===== config.mk =====
export PLATFORM = sky130hd
export DESIGN_NAME = mm4_acc
export DESIGN_NICKNAME = d
export VERILOG_FILES = /design/src/hdl/mm4_pkg.sv /design/src/hdl/mm4_acc.sv
export SDC_FILE = /design/constraint.sdc
export NUM_CORES = 2
export LEC_CHECK = 0
export BUFFER_PORTS_ARGS = -buffer_cell sky130_fd_sc_hd__buf_2
export CORE_AREA = 2 2 447 449
export CTS_BUF_LIST = sky130_fd_sc_hd__clkbuf_16
export DETAILED_ROUTE_END_ITERATION = 8
export DIE_AREA = 0 0 449 451
export GPL_ROUTABILITY_DRIVEN = 0
export PLACE_DENSITY = 0.33
export SYNTH_ARGS = -nofsm -noshare
export SYNTH_HDL_FRONTEND = slang
export SYNTH_SLANG_ARGS = --single-unit

===== constraint.sdc =====
create_clock -name i_clk -period 10.4 [get_ports i_clk]
set_clock_uncertainty 0.2 [all_clocks]
set_input_delay 1.04 -clock i_clk [delete_from_list [all_inputs] [get_ports i_clk]]
set_output_delay 1.04 -clock i_clk [all_outputs]
set_load 0.02 [all_outputs]

===== src/hdl/mm4_pkg.sv =====
`timescale 1ns / 1ps
// ----------------------------------------------------------------------------
// mm4_pkg
// Shared widths, types and codes for the 4x4 Q16.16 matrix multiplier.
// ----------------------------------------------------------------------------
package mm4_pkg;

    localparam int DIM           = 4;
    localparam int ELEM_W        = 32;
    localparam int IDX_W         = 2;
    localparam int PROD_W        = 2 * ELEM_W;
    localparam int SUM_W         = PROD_W + 2;
    localparam int FRAC_BITS_DEF = 16;
    localparam int FIELDS_W      = IDX_W + DIM * ELEM_W;
    localparam int DATA_W        = ((FIELDS_W + 7) / 8) * 8;
    localparam int USER_W        = 1;

    typedef enum logic {
        OP_LOAD = 1'b0,
        OP_MUL  = 1'b1
    } t_op;

    typedef logic [ELEM_W-1:0] t_word;
    typedef t_word [DIM-1:0]   t_row;     // [col]
    typedef t_row  [DIM-1:0]   t_mat;     // [row][col]

    typedef logic [PROD_W-1:0]           t_prod;
    typedef t_prod [DIM-1:0][DIM-1:0]    t_prods;   // [k][col]

    typedef struct packed {
        logic             valid;
        logic [IDX_W-1:0] row;
    } t_stage_ctl;

endpackage


===== src/hdl/mm4_acc.sv =====
`timescale 1ns / 1ps
// ----------------------------------------------------------------------------
// mm4_acc
// Column sums, arithmetic shift by the fraction bits, saturation, result register.
// ----------------------------------------------------------------------------
module mm4_acc #(
    parameter int FRAC_BITS = mm4_pkg::FRAC_BITS_DEF
) (
    input  logic                i_clk,
    input  logic                i_rst_n,
    input  logic                i_adv,
    input  mm4_pkg::t_stage_ctl i_ctl,
    input  mm4_pkg::t_prods     i_prods,
    output mm4_pkg::t_stage_ctl o_ctl,
    output mm4_pkg::t_row       o_row
);

    localparam int EXT_W = mm4_pkg::SUM_W - mm4_pkg::PROD_W;

    mm4_pkg::t_stage_ctl r_ctl;
    mm4_pkg::t_row       r_row;
    mm4_pkg::t_row       n_row;

    always_comb begin
        logic signed [mm4_pkg::SUM_W-1:0] sum;
        logic signed [mm4_pkg::SUM_W-1:0] shd;
        for (int c = 0; c < mm4_pkg::DIM; c++) begin
            sum = '0;
            for (int k = 0; k < mm4_pkg::DIM; k++) begin
                sum = sum + {{EXT_W{i_prods[k][c][mm4_pkg::PROD_W-1]}}, i_prods[k][c]};
            end
            shd = sum >>> FRAC_BITS;
            // in range when every bit above the result's sign agrees with it
            if (&shd[mm4_pkg::SUM_W-1:mm4_pkg::ELEM_W-1]
                    || ~|shd[mm4_pkg::SUM_W-1:mm4_pkg::ELEM_W-1]) begin
                n_row[c] = shd[mm4_pkg::ELEM_W-1:0];
            end else if (shd[mm4_pkg::SUM_W-1]) begin
                n_row[c] = {1'b1, {(mm4_pkg::ELEM_W-1){1'b0}}};
            end else begin
                n_row[c] = {1'b0, {(mm4_pkg::ELEM_W-1){1'b1}}};
            end
        end
    end

    always_ff @(posedge i_clk) begin
        if (i_adv) begin
            r_ctl.row <= i_ctl.row;
            r_row     <= n_row;
        end
        if (!i_rst_n) begin
            r_ctl.valid <= 1'b0;
        end else if (i_adv) begin
            r_ctl.valid <= i_ctl.valid;
        end
    end

    assign o_ctl = r_ctl;
    assign o_row = r_row;

endmodule


==> flow_metrics.tcl <==
set metrics [dict create \
    ys_types 93 \
    grt_setup_unrepaired "no" \
    period_needed_ns 7.30 \
    grt_pass1_vias 36400 \
    numCtsBuffers 17 \
    cts_sinks 131 \
    p_clk_frac 0.072 \
    hold_class "flop to flop" \
    multi_input_area_um2 26100 \
    area_growth_pct 25.6 \
    tightest_slew_ns 0.989 \
    syn_nets 6295 \
    portBuffers 1160 \
    cts_tree "yes" \
    drv_slew 0 \
    drt_iter0_markers 1845 \
    grt_start_max_net_pins 56 \
    clkTransAtPathRegs_ns 0.08 \
    synthFlopType "edfxtp_1" \
    worstPathRequired_ns 10.46 \
    ys_warn_count 0 \
    max_freq_mhz 137 \
    dieHeight_um 451 \
    hold_viol 0 \
    stdcell_count 8224 \
    start_util 0.182 \
    p_int_w 0.00387 \
    gr-usage-all-layers 0.172 \
    dp.cells 8187 \
    netlist_area_um2 36000 \
    avgViaCountPerCell 4.18 \
    p_switching_w 0.00511 \
    path_max_fanout 17 \
    synthCells 4501 \
    finalCritPeriodShare 0.702 \
    setup_viol 0 \
    arrival_ns 7.36 \
    layout_common_cells "1421 x inv_1, 1159 x buf_2, 512 x fa_1, 323 x a21oi_1, 252 x ha_1" \
    cts-resized-gates 0 \
    status "finished clean" \
    cts_hold_buf 0 \
    globalRouteOverflowTotal 0 \
    startpoint_type "input pin" \
    dr.pass1.iters 5 \
    synthArstFlopShare 0 \
    drive_gt1_frac 0.224 \
    seqPwrFrac 0.125 \
    antenna_found_initial 20 \
    avgRoutedWirePerCell_um 21.6 \
    slew_headroom 0.336 \
    grt_pass1_wl_um 254000 \
    dp_hpwl_um 163000 \
    power_per_cell_area_nw_per_um2 199 \
    clk_latency_ns 0.52 \
    cts_root_buf "clkbuf_16" \
    register_area_um2 3920 \
    synth-seq-area-share 0.109 \
    comb_power_share 0.802 \
    p_leak_nw 23.8 \
    synth_edf_count 130 \
    dieArea_um2 202000 \
    fillers 22600 \
    io_pins 1161 \
    end_kind "flop" \
    fin_setup_tns_ns 0 \
    syn_area_per_cell_um2 8.00 \
    cts_htree_levels 4 \
    clock_path_buffers 2 \
    vias 34300 \
    chipWidth_um 449 \
    ant_nets 0 \
    post-cts-setup-buffers 0 \
    drt-total-wl_um 177000 \
    nets 7344 \
    mostFrequentLayoutCell "inv_1" \
    drc 0 \
    p_sw_frac 0.569 \
    path_class "input pin to flop" \
    cap_violations 0 \
    core_um2 198000 \
    rows 164 \
    ys_ff_latch 131 \
    max-vdd-ir-drop_uv 137 \
]
-- power by group through the flow --
stage | clock, W | sequential (W) | combinational [W]
CTS | 0.000698 | 0.00114 | 0.00735
detailed placement | 0 | 0.00114 | 0.00730
floorplan | 0 | 0.00144 | 0.00420
global route | 0.000710 | 0.00116 | 0.00797
global placement | 0 | 0.00115 | 0.00735
finish | 0.000650 | 0.00113 | 0.00720
-- flip-flops by register name, indices dropped and copies added (netlist names) --
name,flops
o_ctl,3
o_row,128
-- critical path: stages --
cell       delay [ns]
buf_2            0.18
inv_1            0.09
fa_1             0.52
fa_1             0.49
inv_1            0.06
ha_1             0.44
nand4_1          0.15
or2_1            0.28
nor3_1           0.23
o2111ai_1        0.23
a31oi_1          0.65
a21boi_1         0.24
o21ai_1          0.29
nor4_1           0.10
nor4bb_1         0.57
nor2_1           0.10
nor4b_1          0.19
a41oi_4          0.72
buf_4            0.39
mux2_2           0.36
-- layer usage --
layer  GRT usage  routed length, um  vias to the layer above
met5           0                 80                        -
li1            -                  -                    16400
met2       0.313              91500                      870
met1       0.218              76700                    17000
met4      0.0214               1940                       12
met3      0.0237               7110                       83
-- synthesized netlist by cell type, drive strengths merged (10+ instances only) --
library cell  number  area share
a211oi            26      0.0058
a21boi            15      0.0031
a21o              82       0.017
a21oi            323       0.045
a221oi            15      0.0040
a31oi             32      0.0056
and2              15      0.0027
and3              21      0.0036
buf               45      0.0079
clkbuf           100       0.010
edfxtp           130        0.11
fa               512        0.28
ha               252       0.088
inv             1419        0.15
mux2              16      0.0054
mux2i            115       0.032
nand2            242       0.025
nand2b            14      0.0024
nand3             58      0.0082
nand3b            10      0.0021
nand4            125       0.022
nor2             187       0.019
nor2b             11      0.0019
nor3              52      0.0072
nor4              26      0.0045
o211ai            23      0.0048
o21a              20      0.0042
o21ai            196       0.027
o21bai            46      0.0096
o311ai            11      0.0029
o31ai             17      0.0041
or3               14      0.0024
xnor2             98       0.024
xor2              96       0.023
-- cell type report --
cell class              count  share of cell area
clock buffers              17             0.00941
diodes                      5            0.000277
clock inverters            15             0.00313
well taps                2656              0.0735
repair buffers           1175               0.131
inverters                1422               0.118
flip-flops and latches    131              0.0868
multi-input cells        2803               0.578
-- kinds of logic (layout without fill, tap and decap cells) --
kind of cell | count (synthesis) | in the layout | synth area share
adder cells (fa/ha/maj) | 764 | 764 | 0.372
AO/OA/AOI/OAI | 903 | 903 | 0.158
flip-flops | 131 | 131 | 0.109
AND/OR/NAND/NOR | 811 | 811 | 0.110
other | 0 | 5 | 0
buffers and inverters | 1567 | 2629 | 0.167
XOR/XNOR | 194 | 194 | 0.0472
multiplexers | 131 | 131 | 0.0374
-- metrics by stage --
stage	total power, W	hold WS [ns]	util	instance area, um^2	worst slack, ns
2_1_floorplan	0.00563	0.389	-	36000	4.21
3_3_place_gp	0.00849	0.297	0.225	44600	2.69
3_5_place_dp	0.00844	0.306	0.225	44600	2.68
4_1_cts	0.00918	0.327	0.228	45200	3.21
5_1_grt	0.00984	0.373	0.228	45200	2.76
6_report	0.00898	0.322	0.228	45200	3.10
-- final timing paths --
| check | depth (start not counted) | slack (ns) | from | end |
|---|---|---|---|---|
| worst min register to register | 2 | 0.32 | o_ctl[2] | o_ctl[2] |
| worst max-delay path | 20 | 3.10 | i_prods[88] | o_row[34] |
| worst max register to register | 2 | 9.61 | o_ctl[2] | o_ctl[2] |
| worst min-delay path | 2 | 0.32 | o_ctl[2] | o_ctl[2] |
Power figures use the tool's default switching activity.
