## src/hdl/mm4_pkg.sv

```systemverilog
`timescale 1ns / 1ps
// ----------------------------------------------------------------------------
// mm4_pkg
// Shared widths, types and codes for the 4x4 Q16.16 matrix multiplier.
// ----------------------------------------------------------------------------
package mm4_pkg;

    localparam int DIM           = 4;
    localparam int ELEM_W        = 32;
    localparam int IDX_W         = 2;
    localparam int PROD_W        = 2 * ELEM_W;
    localparam int SUM_W         = PROD_W + 2;
    localparam int FRAC_BITS_DEF = 16;
    localparam int FIELDS_W      = IDX_W + DIM * ELEM_W;
    localparam int DATA_W        = ((FIELDS_W + 7) / 8) * 8;
    localparam int USER_W        = 1;

    typedef enum logic {
        OP_LOAD = 1'b0,
        OP_MUL  = 1'b1
    } t_op;

    typedef logic [ELEM_W-1:0] t_word;
    typedef t_word [DIM-1:0]   t_row;     // [col]
    typedef t_row  [DIM-1:0]   t_mat;     // [row][col]

    typedef logic [PROD_W-1:0]           t_prod;
    typedef t_prod [DIM-1:0][DIM-1:0]    t_prods;   // [k][col]

    typedef struct packed {
        logic             valid;
        logic [IDX_W-1:0] row;
    } t_stage_ctl;

endpackage

```

## src/hdl/mm4_bstore.sv

```systemverilog
`timescale 1ns / 1ps
// ----------------------------------------------------------------------------
// mm4_bstore
// Right-hand matrix B: sixteen words, one row written per load transfer.
// ----------------------------------------------------------------------------
module mm4_bstore (
    input  logic                       i_clk,
    input  logic                       i_rst_n,
    input  logic                       i_wr_en,
    input  logic [mm4_pkg::IDX_W-1:0]  i_wr_row,
    input  mm4_pkg::t_row              i_wr_data,
    output mm4_pkg::t_mat              o_mat
);

    mm4_pkg::t_mat r_mat;

    always_ff @(posedge i_clk) begin
        if (!i_rst_n) begin
            r_mat <= '0;
        end else if (i_wr_en) begin
            r_mat[i_wr_row] <= i_wr_data;
        end
    end

    assign o_mat = r_mat;

endmodule

```

## config.mk

```make
export PLATFORM = sky130hd
export DESIGN_NAME = mm4_bstore
export DESIGN_NICKNAME = d
export VERILOG_FILES = /design/src/hdl/mm4_pkg.sv /design/src/hdl/mm4_bstore.sv
export SDC_FILE = /design/constraint.sdc
export NUM_CORES = 1
export LEC_CHECK = 0
export ABC_AREA = 1
export CAP_MARGIN = 20
export CORE_MARGIN = 4
export CORE_UTILIZATION = 30
export CTS_BUF_LIST = sky130_fd_sc_hd__clkbuf_4
export CTS_CLUSTER_SIZE = 40
export DETAILED_ROUTE_END_ITERATION = 7
export DONT_BUFFER_PORTS = 1
export PLACE_DENSITY = 0.48
export RECOVER_POWER = 25
export REMOVE_ABC_BUFFERS = 1
export SLEW_MARGIN = 20
export SYNTH_ARGS = -nofsm -noshare
export SYNTH_HDL_FRONTEND = slang
export SYNTH_SLANG_ARGS = --single-unit
```

## constraint.sdc

```tcl
create_clock -name i_clk -period 3.52 [get_ports i_clk]
set_clock_uncertainty 0.1 [all_clocks]
set_input_delay 0.704 -clock i_clk [delete_from_list [all_inputs] [get_ports i_clk]]
set_output_delay 0.704 -clock i_clk [all_outputs]
set_load 0.005 [all_outputs]
```

==> run summary <==
The area added between synthesis and finish is 36.61%. The run finished, with violations left. The mapped cell area came out at 21140 sq um.

Sorting the synthesized cells by how often they occur yields sky130_fd_sc_hd__nor2_1 (897), sky130_fd_sc_hd__nand2_1 (896), sky130_fd_sc_hd__inv_1 (514). The largest fanout on the critical path came out at 75. After filler insertion, the fill cell instance count of the layout stands at 7395. The die boundary width is 273.5 microns. Measured against its own limit, the worst slew margin works out to -0.3787. The routed design has 74.03 mm of wire.

Walking the worst path, the cells encountered are nand3_1, clkbuf_1, nand2_1, nand2_1, dlygate4sd3_1, nor2_1. Ranked by total cell area, the synthesized netlist is headed by sky130_fd_sc_hd__dfxtp_1 (48%), sky130_fd_sc_hd__nor2_1 (16%), sky130_fd_sc_hd__nand2_1 (16%), sky130_fd_sc_hd__inv_1 (9.1%), sky130_fd_sc_hd__buf_2 (3.7%). The net total in the final layout came out at 3910. The worst-case IR drop observed on VDD is 0.2521 mV. The clock latency on the worst-skew pair came out at 0.93 ns. In this run, synthesis inferred 0 flip-flops with an integrated enable. After legalization and detailed placement, the total HPWL measured 43.21 mm.

The number of hold-repair buffers added at the cts stage is 520. The cell count after synthesis came out at 3276. The post-placement setup slack is 1.234 ns. The floorplan row count is 97. In this design, the largest share of critical-path delay is due to simple AND/OR/NAND/NOR gates. In this run the power density over the cells is 467.9 nW/um^2. The number of instances resized during post-cts repair came out at 0. The clock tree from TritonCTS is yes.

The floorplan core area is 69910 sq um. The maximum buffer depth of the clock tree came out at 3. Setup violations remaining at the end of the flow were counted as 0. In this run the number of cells on the critical path is 6. The largest stage delay on the critical path is 1.32 ns. The first-iteration detailed-routing DRC count came out at 960. The initial antenna violation count is 4. The hold violation total from the final report came out at 0. The clock slew at the register clock pins of the worst setup and hold paths is 0.06 ns. Data on the critical path arrives at its endpoint at 3.76 ns. The slew of the pin with the lowest slew margin is 2.068 ns. The overall via count from detail_route came out at 20550. The worst path meets setup with 0.4830 ns of slack. The share of the cycle needed by the critical path after routing came out at 0.8628. The total I/O pin count came out at 645. The highest achievable clock rate is 329.3 MHz.

By startpoint and endpoint, the worst setup path is classified as in -> reg. The final reports fail on max-capacitance violations, max-slew violations. The number of placed instances, taps included came out at 4046. The count of final max-slew check failures came to 222. The cell count of the worst reg-to-reg path came out at 4. The placed instance area is 21840 sq um. The type of element capturing the critical path is a flop.

Max-cap violations in this run came to 1. The number of global-route vias before repair came out at 19770. The largest net degree at the start of global routing came out at 325.

The overall power consumption came out at 0.01352 W. The most numerous cell type found on the critical path is sky130_fd_sc_hd__nand2_1. In the routed design, unresolved DRC markers number 0. During synthesis, Yosys emitted a total of 0 warnings. The detail route stage leaves a number of antenna-violating nets equal to 0. The clock tree synthesis step divided the H-tree into 4 levels.

Routability-driven placement finished with a final weighted congestion of 0.7592. The routed length per placed instance came out at 15.35 microns. Among all stages on the critical path, the largest delay is contributed by sky130_fd_sc_hd__nand3_1. The area of the die is 74790 sq um. The required time reported for the critical path endpoint is 4.24 ns. Of all cell types, the one taking the most synthesized area is sky130_fd_sc_hd__dfxtp_1. The minimum period implied by the final worst setup slack is 3.037 ns. The leakage component of the power is 14.68 nW. The TritonCTS sink count came out at 512. Summed over all layers, the global routing overflow is 0.

Of the synthesized area, sequential elements account for 0.4848. The final instance area came out at 28880 sq um. The setup slack of the worst register-to-register path is 1.61 ns. The count of buffers inserted at the top-level ports is 0. The die height is 273.5 microns. The share of synthesized area in the top cell type comes to 0.4848. Post-CTS timing repair inserted 0 buffers for setup.

Of all flip-flops after synthesis, the portion carrying an async set or reset was 0. The worst hold slack across all endpoints came out at 0.1819 ns. The flip-flop count of the largest register, all copies and words added came out at 512. The combined buffer and inverter count along the critical path is 2. The first global-routing pass estimated 113.6 mm of wire.

Among all flip-flop cells after synthesis, the most frequent one is sky130_fd_sc_hd__dfxtp_1. The total track usage is 0.1911. The number of optimization iterations in the first detailed-route pass came out at 5. In the post-synthesis netlist, the cell with the most instances is sky130_fd_sc_hd__nor2_1. The tree is rooted in a sky130_fd_sc_hd__clkbuf_4.

The post-synthesis register bit count came out at 512. The synthesized area per cell came out at 6.454 sq um. The post-layout instance count excluding filler cells came out at 4824. In this run the worst hold path is classified as in -> reg.

The worst setup path is launched from an input pin. The number of instances on the worst hold path is 4. Setup repair after global routing left no endpoint under its margin. The initial utilization of the core area, before any placement, comes to 0.3024. The ratio of cells with drive above 1 in the final layout is 0.06703. The number of distinct library cell variants in the gate-level netlist after synthesis is 9. Using the TritonRoute via totals, the vias-per-cell ratio works out to 4.260. The number of clock buffers added by TritonCTS is 149.
[final cells by class]
| class | count | area, sq um | area share |
|---|---|---|---|
| timing repair buffer | 548 | 5613 | 0.1943 |
| inverter | 514 | 1929 | 0.06680 |
| clock buffer | 215 | 1614 | 0.05588 |
| multi-input combinational | 2052 | 8046 | 0.2786 |
| tap | 940 | 1176 | 0.04072 |
| clock inverter | 38 | 242.7 | 0.008404 |
| sequential | 512 | 10250 | 0.3549 |
| antenna | 5 | 12.51 | 0.0004332 |
[report_power, final]
| part | internal (W) | leakage (nW) | switching (W) |
|---|---|---|---|
| registers | 0.00610 | 4.19 | 0.000318 |
| logic | 0.000718 | 9.40 | 0.000753 |
| clock network | 0.00295 | 1.09 | 0.00267 |
| total | 0.00977 | 14.7 | 0.00374 |
[cells by family after synthesis]
family	Yosys count	share of synthesized area
flops	512	0.4848
buf+inv	712	0.1356
compound gates	128	0.03030
simple gates	1924	0.3493
[per-stage QoR]
step | util | setup TNS [ns]
2_1_floorplan | - | -1680.69
3_3_place_gp | 0.3124 | 0
3_5_place_dp | 0.3124 | 0
4_1_cts | 0.4139 | 0
5_1_grt | 0.4131 | 0
6_report | 0.4132 | 0
[worst min-delay path: stages]
cell	delay, ns
sky130_fd_sc_hd__inv_1	0.02
sky130_fd_sc_hd__nand3_1	0.23
sky130_fd_sc_hd__nand2_1	0.09
sky130_fd_sc_hd__nor2_1	0.08
[layout by cell type (no fill, tap or decap)]
cell                            netlist  layout
sky130_fd_sc_hd__clkinv_2             0       2
sky130_fd_sc_hd__dfxtp_1            512     512
sky130_fd_sc_hd__buf_4                0      10
sky130_fd_sc_hd__clkinv_1             0      23
sky130_fd_sc_hd__inv_2                0       1
sky130_fd_sc_hd__clkinv_4             0       2
sky130_fd_sc_hd__clkbuf_1            20       2
sky130_fd_sc_hd__diode_2              0       5
sky130_fd_sc_hd__buf_12               0      14
sky130_fd_sc_hd__nor2_1             897     896
sky130_fd_sc_hd__clkbuf_2             0       2
sky130_fd_sc_hd__dlygate4sd3_1        0     518
sky130_fd_sc_hd__inv_6                0       4
sky130_fd_sc_hd__nand3_4              0       1
sky130_fd_sc_hd__clkbuf_4             0     215
sky130_fd_sc_hd__nor2_4               0       1
sky130_fd_sc_hd__nand3_1            131     130
sky130_fd_sc_hd__inv_1              514     514
sky130_fd_sc_hd__nand2_1            896     896
sky130_fd_sc_hd__bufinv_16            0       2
sky130_fd_sc_hd__buf_16               0       2
sky130_fd_sc_hd__a21oi_1            128     128
sky130_fd_sc_hd__clkinvlp_4           0       4
[worst paths after layout]
check,to,start
worst min register to register,o_mat[119]$_SDFFE_PN0P_,o_mat[119]$_SDFFE_PN0P_
worst max-delay path,o_mat[191]$_SDFFE_PN0P_,i_wr_en
worst max register to register,o_mat[86]$_SDFFE_PN0P_,o_mat[86]$_SDFFE_PN0P_
worst min-delay path,o_mat[49]$_SDFFE_PN0P_,i_wr_data[49]
[routing by layer]
layer,GRT usage,wire (microns),vias to the layer above
met4,0.09285,3167,0
li1,-,-,10590
met5,0,0,-
met3,0.08300,7187,150
met2,0.3118,34280,596
met1,0.2141,29390,9210
Note: power is estimated with default switching activity, not from simulation.
